===== config.mk =====
export PLATFORM = sky130hd
export DESIGN_NAME = stack_calculator_flat
export DESIGN_NICKNAME = d
export VERILOG_FILES = /design/src/stkc_pkg.sv /design/src/stkc_req_if.sv /design/src/stkc_rsp_if.sv /design/src/stack_calculator.sv /design/src/flat_wrapper.sv
export VERILOG_INCLUDE_DIRS = /design/src /design/src/src
export SDC_FILE = /design/constraint.sdc
export NUM_CORES = 2
export LEC_CHECK = 0
export BUFFER_PORTS_ARGS = -buffer_cell sky130_fd_sc_hd__buf_2
export CAP_MARGIN = 20
export CORE_AREA = 8 8 349 351
export DETAILED_ROUTE_END_ITERATION = 6
export DIE_AREA = 0 0 357 359
export SETUP_SLACK_MARGIN = 0.02
export SKIP_CTS_REPAIR_TIMING = 1
export SYNTH_ARGS = -nofsm -noshare
export SYNTH_HDL_FRONTEND = slang
export SYNTH_SLANG_ARGS = --single-unit

===== constraint.sdc =====
create_clock -name clock -period 9.7 [get_ports clock]
set_input_delay 1.455 -clock clock [delete_from_list [all_inputs] [get_ports clock]]
set_output_delay 1.455 -clock clock [all_outputs]
set_load 0.02 [all_outputs]

===== src/stack_calculator_macros.svh =====
// ----------------------------------------------------------------------------
// stack calculator assertion macros
// shared concurrent assertion forms for the stack calculator rtl
// ----------------------------------------------------------------------------
`ifndef STACK_CALCULATOR_MACROS_SVH
`define STACK_CALCULATOR_MACROS_SVH

// same-cycle implication
`define STKC_ASSERT_IMPLIES(label, clk, rst, ante, cons, msg) \
   label: assert property (@(posedge clk) disable iff (rst) (ante) |-> (cons)) \
      else $error(msg);

// next-cycle implication
`define STKC_ASSERT_NEXT(label, clk, rst, ante, cons, msg) \
   label: assert property (@(posedge clk) disable iff (rst) (ante) |=> (cons)) \
      else $error(msg);

`endif


===== src/stkc_pkg.sv =====
// ----------------------------------------------------------------------------
// stack calculator package
// request codes and the fixed request type width shared by the stack calculator rtl
// ----------------------------------------------------------------------------
`default_nettype none

package stkc_pkg;

   localparam int REQ_TYPE_WIDTH = 3;

   localparam logic [REQ_TYPE_WIDTH-1:0] OP_PUSH = 3'd0;
   localparam logic [REQ_TYPE_WIDTH-1:0] OP_POP  = 3'd1;
   localparam logic [REQ_TYPE_WIDTH-1:0] OP_SUB  = 3'd2;
   localparam logic [REQ_TYPE_WIDTH-1:0] OP_MUL  = 3'd3;
   localparam logic [REQ_TYPE_WIDTH-1:0] OP_SWAP = 3'd4;
   localparam logic [REQ_TYPE_WIDTH-1:0] OP_NEG  = 3'd5;

endpackage

`default_nettype wire


===== src/stkc_req_if.sv =====
// ----------------------------------------------------------------------------
// stack calculator request channel
// valid/ready channel carrying one calculator request per transaction
// ----------------------------------------------------------------------------
`default_nettype none

interface stkc_req_if #(
   parameter int DATA_WIDTH = 32
);
   import stkc_pkg::*;

   logic                               valid;
   logic                               ready;
   logic        [REQ_TYPE_WIDTH-1:0]   req_type;
   logic signed [DATA_WIDTH-1:0]       push_value;

   modport source (output valid, output req_type, output push_value, input ready);
   modport sink   (input valid, input req_type, input push_value, output ready);

endinterface

`default_nettype wire


===== src/stkc_rsp_if.sv =====
// ----------------------------------------------------------------------------
// stack calculator response channel
// valid/ready channel carrying one calculator result per transaction
// ----------------------------------------------------------------------------
`default_nettype none

interface stkc_rsp_if #(
   parameter int DATA_WIDTH  = 32,
   parameter int DEPTH_WIDTH = 5
);
   logic                         valid;
   logic                         ready;
   logic signed [DATA_WIDTH-1:0] result_value;
   logic                         stack_underflow;
   logic                         stack_overflow;
   logic        [DEPTH_WIDTH-1:0] depth_after;

   modport source (output valid, output result_value, output stack_underflow,
                   output stack_overflow, output depth_after, input ready);
   modport sink   (input valid, input result_value, input stack_underflow,
                   input stack_overflow, input depth_after, output ready);

endinterface

`default_nettype wire


===== src/stack_calculator.sv =====
// ----------------------------------------------------------------------------
// stack calculator
// bounded integer stack calculator: push, pop, subtract, multiply, swap and
// negate on a stack held in a two-read, one-write synchronous memory
// ----------------------------------------------------------------------------
// usage
//   req: valid/ready channel, one request (req_type, push_value) per
//   transaction. ready is high while the sequencer is idle.
//   rsp: valid/ready channel, one result per request, in request order.
//   sequence: a taken request passes the read state, which registers the
//   operands, and the execute state, which loads the output register; swap
//   adds a second write state, as it writes two stack entries through the
//   single memory write port. a new request is taken only when idle.
//   a new request is taken while the previous result still waits in the
//   output register; execution then holds until that result is taken, so a
//   stalled receiver stops the block after at most one request in flight.
//   reset: synchronous, clears the sequencer, the depth and the output valid.
//   the stack memory is not cleared; only entries below the depth are used.
// ----------------------------------------------------------------------------
`default_nettype none

`include "stack_calculator_macros.svh"

module stack_calculator #(
   parameter int STACK_DEPTH = 16,
   parameter int DATA_WIDTH  = 32
) (
   input  wire logic   clock,
   input  wire logic   reset,
   stkc_req_if.sink    req,
   stkc_rsp_if.source  rsp
);
   import stkc_pkg::*;

   localparam int ADDR_WIDTH  = (STACK_DEPTH > 1) ? $clog2(STACK_DEPTH) : 1;
   localparam int DEPTH_WIDTH = $clog2(STACK_DEPTH + 1);
   localparam logic [DEPTH_WIDTH-1:0] DEPTH_FULL = DEPTH_WIDTH'(STACK_DEPTH);
   localparam logic [DEPTH_WIDTH-1:0] DEPTH_ONE  = DEPTH_WIDTH'(1);
   localparam logic [DEPTH_WIDTH-1:0] DEPTH_TWO  = DEPTH_WIDTH'(2);
   localparam logic [DATA_WIDTH-1:0]  ALL_ONES   = '1;

   typedef enum logic [1:0] {
      S_IDLE,
      S_READ,
      S_EXEC,
      S_SWAP2
   } state_type;

   state_type                  state_ff;
   logic [REQ_TYPE_WIDTH-1:0]  op_ff;
   logic [DATA_WIDTH-1:0]      push_ff;
   logic [DEPTH_WIDTH-1:0]     depth_ff;
   logic [DEPTH_WIDTH-1:0]     depth_in;
   logic [DATA_WIDTH-1:0]      top_rd_ff;
   logic [DATA_WIDTH-1:0]      sec_rd_ff;
   logic [DATA_WIDTH-1:0]      swap_data_ff;
   logic [DATA_WIDTH-1:0]      swap_data_in;
   logic [ADDR_WIDTH-1:0]      swap_addr_ff;
   logic [ADDR_WIDTH-1:0]      swap_addr_in;

   logic                       rsp_valid_ff;
   logic [DATA_WIDTH-1:0]      result_ff;
   logic [DATA_WIDTH-1:0]      result_in;
   logic                       underflow_ff;
   logic                       underflow_in;
   logic                       overflow_ff;
   logic                       overflow_in;
   logic [DEPTH_WIDTH-1:0]     depth_out_ff;

   logic [DATA_WIDTH-1:0]      mem [STACK_DEPTH];
   logic                       wr_en;
   logic [ADDR_WIDTH-1:0]      wr_addr;
   logic [DATA_WIDTH-1:0]      wr_data;
   logic [DEPTH_WIDTH-1:0]     depth_m1;
   logic [DEPTH_WIDTH-1:0]     depth_m2;

   logic                       req_take;
   logic                       exec_go;
   logic                       has_top;
   logic                       has_sec;
   logic [DATA_WIDTH-1:0]      opnd_a;
   logic [DATA_WIDTH-1:0]      opnd_b;
   logic [DEPTH_WIDTH-1:0]     base_one;
   logic [DEPTH_WIDTH-1:0]     base_two;
   logic [DEPTH_WIDTH-1:0]     base_two_p1;

   assign req.ready = (state_ff == S_IDLE);
   assign req_take  = req.valid && req.ready;
   assign exec_go   = (state_ff == S_EXEC) && (!rsp_valid_ff || rsp.ready);

   assign rsp.valid           = rsp_valid_ff;
   assign rsp.result_value    = result_ff;
   assign rsp.stack_underflow = underflow_ff;
   assign rsp.stack_overflow  = overflow_ff;
   assign rsp.depth_after     = depth_out_ff;

   // stack memory, two reads and one write
   assign depth_m1 = depth_ff - DEPTH_ONE;
   assign depth_m2 = depth_ff - DEPTH_TWO;

   always_ff @(posedge clock) begin
      if (state_ff == S_READ) begin
         top_rd_ff <= mem[depth_m1[ADDR_WIDTH-1:0]];
         sec_rd_ff <= mem[depth_m2[ADDR_WIDTH-1:0]];
      end
   end

   always_ff @(posedge clock) begin
      if (wr_en) begin
         mem[wr_addr] <= wr_data;
      end
   end

   // operand selection, missing operands read as all ones
   assign has_top     = (depth_ff != '0);
   assign has_sec     = (depth_ff > DEPTH_ONE);
   assign opnd_b      = has_top ? top_rd_ff : ALL_ONES;
   assign opnd_a      = has_sec ? sec_rd_ff : ALL_ONES;
   assign base_one    = has_top ? depth_m1 : '0;
   assign base_two    = has_sec ? depth_m2 : '0;
   assign base_two_p1 = base_two + DEPTH_ONE;

   always_comb begin
      result_in    = '0;
      underflow_in = 1'b0;
      overflow_in  = 1'b0;
      depth_in     = depth_ff;
      swap_data_in = opnd_a;
      swap_addr_in = base_two_p1[ADDR_WIDTH-1:0];
      wr_en        = 1'b0;
      wr_addr      = base_two[ADDR_WIDTH-1:0];
      wr_data      = opnd_b;
      case (op_ff)
         OP_PUSH: begin
            if (depth_ff != DEPTH_FULL) begin
               wr_en     = exec_go;
               wr_addr   = depth_ff[ADDR_WIDTH-1:0];
               wr_data   = push_ff;
               result_in = push_ff;
               depth_in  = depth_ff + DEPTH_ONE;
            end else begin
               overflow_in = 1'b1;
               result_in   = top_rd_ff;
            end
         end
         OP_POP: begin
            result_in    = opnd_b;
            underflow_in = !has_top;
            depth_in     = base_one;
         end
         OP_SUB: begin
            result_in    = opnd_a - opnd_b;
            underflow_in = !has_sec;
            wr_en        = exec_go;
            wr_data      = result_in;
            depth_in     = base_two_p1;
         end
         OP_MUL: begin
            result_in    = opnd_a * opnd_b;
            underflow_in = !has_sec;
            wr_en        = exec_go;
            wr_data      = result_in;
            depth_in     = base_two_p1;
         end
         OP_SWAP: begin
            result_in    = opnd_a;
            underflow_in = !has_sec;
            wr_en        = exec_go;
            wr_data      = opnd_b;
            depth_in     = base_two + DEPTH_TWO;
         end
         OP_NEG: begin
            result_in    = '0 - opnd_b;
            underflow_in = !has_top;
            wr_en        = exec_go;
            wr_addr      = base_one[ADDR_WIDTH-1:0];
            wr_data      = result_in;
            depth_in     = base_one + DEPTH_ONE;
         end
         default: begin
            result_in = has_top ? top_rd_ff : '0;
         end
      endcase
      // second write of a swap
      if (state_ff == S_SWAP2) begin
         wr_en   = 1'b1;
         wr_addr = swap_addr_ff;
         wr_data = swap_data_ff;
      end
   end

   // sequencer, stack depth and output register
   always_ff @(posedge clock) begin
      if (reset) begin
         state_ff     <= S_IDLE;
         depth_ff     <= '0;
         rsp_valid_ff <= 1'b0;
      end else begin
         if (rsp_valid_ff && rsp.ready && !exec_go) begin
            rsp_valid_ff <= 1'b0;
         end
         case (state_ff)
            S_IDLE: begin
               if (req_take) begin
                  state_ff <= S_READ;
                  op_ff    <= req.req_type;
                  push_ff  <= req.push_value;
               end
            end
            S_READ: begin
               state_ff <= S_EXEC;
            end
            S_EXEC: begin
               if (exec_go) begin
                  depth_ff     <= depth_in;
                  rsp_valid_ff <= 1'b1;
                  result_ff    <= result_in;
                  underflow_ff <= underflow_in;
                  overflow_ff  <= overflow_in;
                  depth_out_ff <= depth_in;
                  swap_data_ff <= swap_data_in;
                  swap_addr_ff <= swap_addr_in;
                  state_ff     <= (op_ff == OP_SWAP) ? S_SWAP2 : S_IDLE;
               end
            end
            S_SWAP2: begin
               state_ff <= S_IDLE;
            end
            default: begin
               state_ff <= S_IDLE;
            end
         endcase
      end
   end

   `STKC_ASSERT_IMPLIES(a_depth_bound, clock, reset, 1'b1, depth_ff <= DEPTH_FULL, "stack depth beyond capacity")
   `STKC_ASSERT_IMPLIES(a_write_state, clock, reset, wr_en, (state_ff == S_EXEC) || (state_ff == S_SWAP2), "memory write outside execute")
   `STKC_ASSERT_IMPLIES(a_overflow_full, clock, reset, rsp_valid_ff && overflow_ff, (depth_out_ff == DEPTH_FULL) && !underflow_ff, "overflow without a full stack")
   `STKC_ASSERT_NEXT(a_take_read, clock, reset, req_take, state_ff == S_READ, "accepted transaction did not start a read")
   `STKC_ASSERT_IMPLIES(a_hold_result, clock, reset, (state_ff == S_EXEC) && rsp_valid_ff && !rsp.ready, !wr_en, "execute ran over a waiting result")

endmodule

`default_nettype wire

===== src/flat_wrapper.sv =====
// flat-port wrapper written by rule: the top's interface ports become plain ports
module stack_calculator_flat import stkc_pkg::*;
#(
   parameter int STACK_DEPTH = 16,
   parameter int DATA_WIDTH  = 32
)
  (clock, reset, req_valid, req_req_type, req_push_value, req_ready, rsp_valid, rsp_result_value, rsp_stack_underflow, rsp_stack_overflow, rsp_depth_after, rsp_ready);
  stkc_req_if #(.DATA_WIDTH(DATA_WIDTH)) req_i ();
  stkc_rsp_if #(.DATA_WIDTH(DATA_WIDTH)) rsp_i ();
  input  wire logic clock;
  input  wire logic reset;
  input wire logic [$bits(req_i.valid)-1:0] req_valid;
  input wire logic [$bits(req_i.req_type)-1:0] req_req_type;
  input wire logic [$bits(req_i.push_value)-1:0] req_push_value;
  output wire logic [$bits(req_i.ready)-1:0] req_ready;
  output wire logic [$bits(rsp_i.valid)-1:0] rsp_valid;
  output wire logic [$bits(rsp_i.result_value)-1:0] rsp_result_value;
  output wire logic [$bits(rsp_i.stack_underflow)-1:0] rsp_stack_underflow;
  output wire logic [$bits(rsp_i.stack_overflow)-1:0] rsp_stack_overflow;
  output wire logic [$bits(rsp_i.depth_after)-1:0] rsp_depth_after;
  input wire logic [$bits(rsp_i.ready)-1:0] rsp_ready;
  assign req_i.valid = req_valid;
  assign req_i.req_type = req_req_type;
  assign req_i.push_value = req_push_value;
  assign req_ready = req_i.ready;
  assign rsp_valid = rsp_i.valid;
  assign rsp_result_value = rsp_i.result_value;
  assign rsp_stack_underflow = rsp_i.stack_underflow;
  assign rsp_stack_overflow = rsp_i.stack_overflow;
  assign rsp_depth_after = rsp_i.depth_after;
  assign rsp_i.ready = rsp_ready;
  stack_calculator #(.STACK_DEPTH(STACK_DEPTH), .DATA_WIDTH(DATA_WIDTH)) u_core (.clock(clock), .reset(reset), .req(req_i), .rsp(rsp_i));
endmodule

==> results.json <==
{
  "fin_worst_skew_ps": 64.4,
  "gr-usage-met2_pct": 40.1,
  "route.detailed.drc": 0,
  "min_period_over_period_pct": 97.2,
  "ys_seq_area_share_pct": 41.8,
  "nFillCells": 10300,
  "path_delay_family": "adder cells",
  "numCtsBuffers": 77,
  "nNetsFinal": 4654,
  "synth_cells": 3876,
  "antenna_found_initial": 4,
  "use_met1_pct": 35.0,
  "yosysUniqueCellTypes": 88,
  "crit_type": "reg2reg",
  "synth_area_um2": 49600,
  "clockBufferDepth": 3,
  "fmax_ghz": 0.106,
  "clkTransAtPathRegs_ps": 60,
  "grt_util_all_layers_pct": 26.2,
  "placementRows": 126,
  "syn_to_final_growth_pct": 12.1,
  "syn_avg_cell_area_um2": 12.8,
  "worst_slew_pin_slew_ps": 1150,
  "regToRegStartpoint": "u_core.depth_ff[1]$_SDFFE_PP0P_",
  "first_iter_violations": 3686,
  "slew_viol_final": 0,
  "crit_path_end_kind": "flop",
  "root_buffer": "clkbuf_16",
  "crit_fanout": 16,
  "coreArea_um2": 117000,
  "worstSetupStartpointType": "flop",
  "htreeDepth": 3,
  "hold_path.class": "reg2reg",
  "register_area_um2": 20800,
  "met3_usage_pct": 5.90,
  "grt_max_degree": 136,
  "clkLatencyLatePin_ps": 680,
  "viasPerCell": 6.09,
  "ys.flop_type": "edfxtp_1",
  "hold_viol": 0,
  "drt-total-wl_um": 169000,
  "relSlewSlack_pct": 22.8,
  "outcome": "finished clean",
  "top_usage_layer": "met2",
  "hpwl_um": 121000,
  "drive_gt1_share_pct": 20.1,
  "slowest_stage": "fa_1",
  "tritoncts": "done",
  "synth-edff-count": 686,
  "routabilityCongestion": 1.02,
  "min_from": "u_core.rsp.valid$_SDFF_PP0_",
  "numPortBuffers": 79,
  "num_vias": 34300,
  "finalCriticalPeriod_ps": 9430,
  "final_antenna_net_count": 0,
  "setup_violations": 0,
  "io_pins": 80,
  "die_x_um": 357,
  "synthArstFlopShare_pct": 0,
  "ys_seq_elements": 694,
  "die_h_um": 359,
  "grt_pass1_wl_um": 246000,
  "start_util_pct": 42.5,
  "cpPeakStageDelay_ps": 580,
  "ys_warn_count": 0,
  "required_ps": 10050,
  "cp.buffers_inverters": 5,
  "max_cap_violations": 0,
  "cts_num_sinks": 694,
  "layout_commonest_cell": "edfxtp_1",
  "dieArea_um2": 128000,
  "first_global_vias": 35500,
  "layout_common_cells": "686 x edfxtp_1, 481 x nor2_1, 429 x inv_1",
  "crit_start": "u_core.depth_ff[1]$_SDFFE_PP0P_",
  "multi_input_area_um2": 26500,
  "wire_per_inst_um": 30.0,
  "first_pass_iters": 6,
  "syn_nets": 4503,
  "crit_arrival_ps": 9780,
  "tns_ps": 0,
  "grt-ovfl-total": 0,
  "cp_common_cell": "xnor2_1"
}
==> logic make-up (layout without fill, tap and decap cells) <==
logic type,count (synthesis),after routing,share of synthesized area [%]
multiplexers,345,345,15.0
other,0,2,0
AO/OA/AOI/OAI,464,464,6.29
XOR/XNOR,124,124,2.22
adder cells (fa/ha/maj),588,588,21.0
AND/OR/NAND/NOR,979,979,8.31
flip-flops,694,694,41.8
buffers and inverters,682,892,5.31
==> layout make-up <==
class                           count  area share (%)
Inverter                          460            3.12
Clock buffer                       97            3.77
Timing Repair Buffer              294            3.71
Clock inverter                     41           0.944
Sequential cell                   694            37.3
Antenna cell                        2         0.00899
Multi-Input combinational cell   2500            47.7
Tap cell                         1536            3.45
==> sequential cells by signal, summed over array words and instances (netlist names) <==
register,cells
u_core.state_ff,2
u_core.push_ff,32
u_core.depth_ff,5
u_core.top_rd_ff,32
u_core.rsp.stack_underflow,1
u_core.swap_data_ff,32
u_core.op_ff,3
u_core.rsp.result_value,32
u_core.rsp.stack_overflow,1
u_core.rsp.valid,1
u_core.sec_rd_ff,32
u_core.swap_addr_ff,4
u_core.rsp.depth_after,5
u_core.mem,512
==> metrics by stage <==
| step | worst slack [ps] | instance area, µm² | cells | hold slack [ps] | utilization [%] |
|---|---|---|---|---|---|
| 6_report | 271 | 55700 | 5624 | 583 | 47.7 |
| 5_1_grt | -53.4 | 55600 | 5622 | 630 | 47.7 |
| 4_1_cts | 44.9 | 55500 | 5616 | 587 | 47.6 |
| 3_5_place_dp | 102 | 52900 | 5478 | 573 | 45.3 |
| 3_3_place_gp | 261 | 52900 | 5476 | 557 | 45.3 |
| 2_1_floorplan | 108 | 49600 | 3876 | 485 | - |
==> per-layer routing <==
layer  vias up  part of all wire [%]
met3       448                    10
met4         2                   6.1
li1      14100                     -
met5         -                0.0077
met2      1935                    45
met1     17800                    39
==> cell usage after synthesis, types with 20 or more instances <==
cell,number,area [µm²]
buf_2,20,100
o22ai_1,24,150
a21o_1,33,248
nor3_1,30,150
nor2_1,508,1910
xor2_1,26,228
a21oi_1,117,586
mux4_2,320,7210
edfxtp_1,686,20600
o21ai_0,83,415
a211oi_1,20,150
nand2b_1,32,200
o221ai_1,32,280
xnor2_1,97,850
nand2_1,299,1120
clkbuf_1,158,593
inv_1,429,1610
ha_1,179,2240
mux2i_1,21,210
fa_1,409,8190
buf_1,35,131
nand3_1,22,110
==> worst min-delay path, delay by kind of cell, from the launching register on <==
kind / cells / cell delay [ps]
DFF: 1 / 330
AOI/OAI and AO/OA: 1 / 80
and+or+nand+nor: 1 / 120
==> worst paths after layout <==
check	endpoint	slack, ps	depth (start not counted)
min	u_core.rsp.valid$_SDFF_PP0_	580	2
max reg2reg	u_core.mem[0][31]$_DFFE_PP_	270	30
max	u_core.mem[0][31]$_DFFE_PP_	270	30
min reg2reg	u_core.rsp.valid$_SDFF_PP0_	580	2
Power is left out: the tool's default activity adds up to more than one toggle a clock period on the data nets, which glitch-free logic cannot reach.
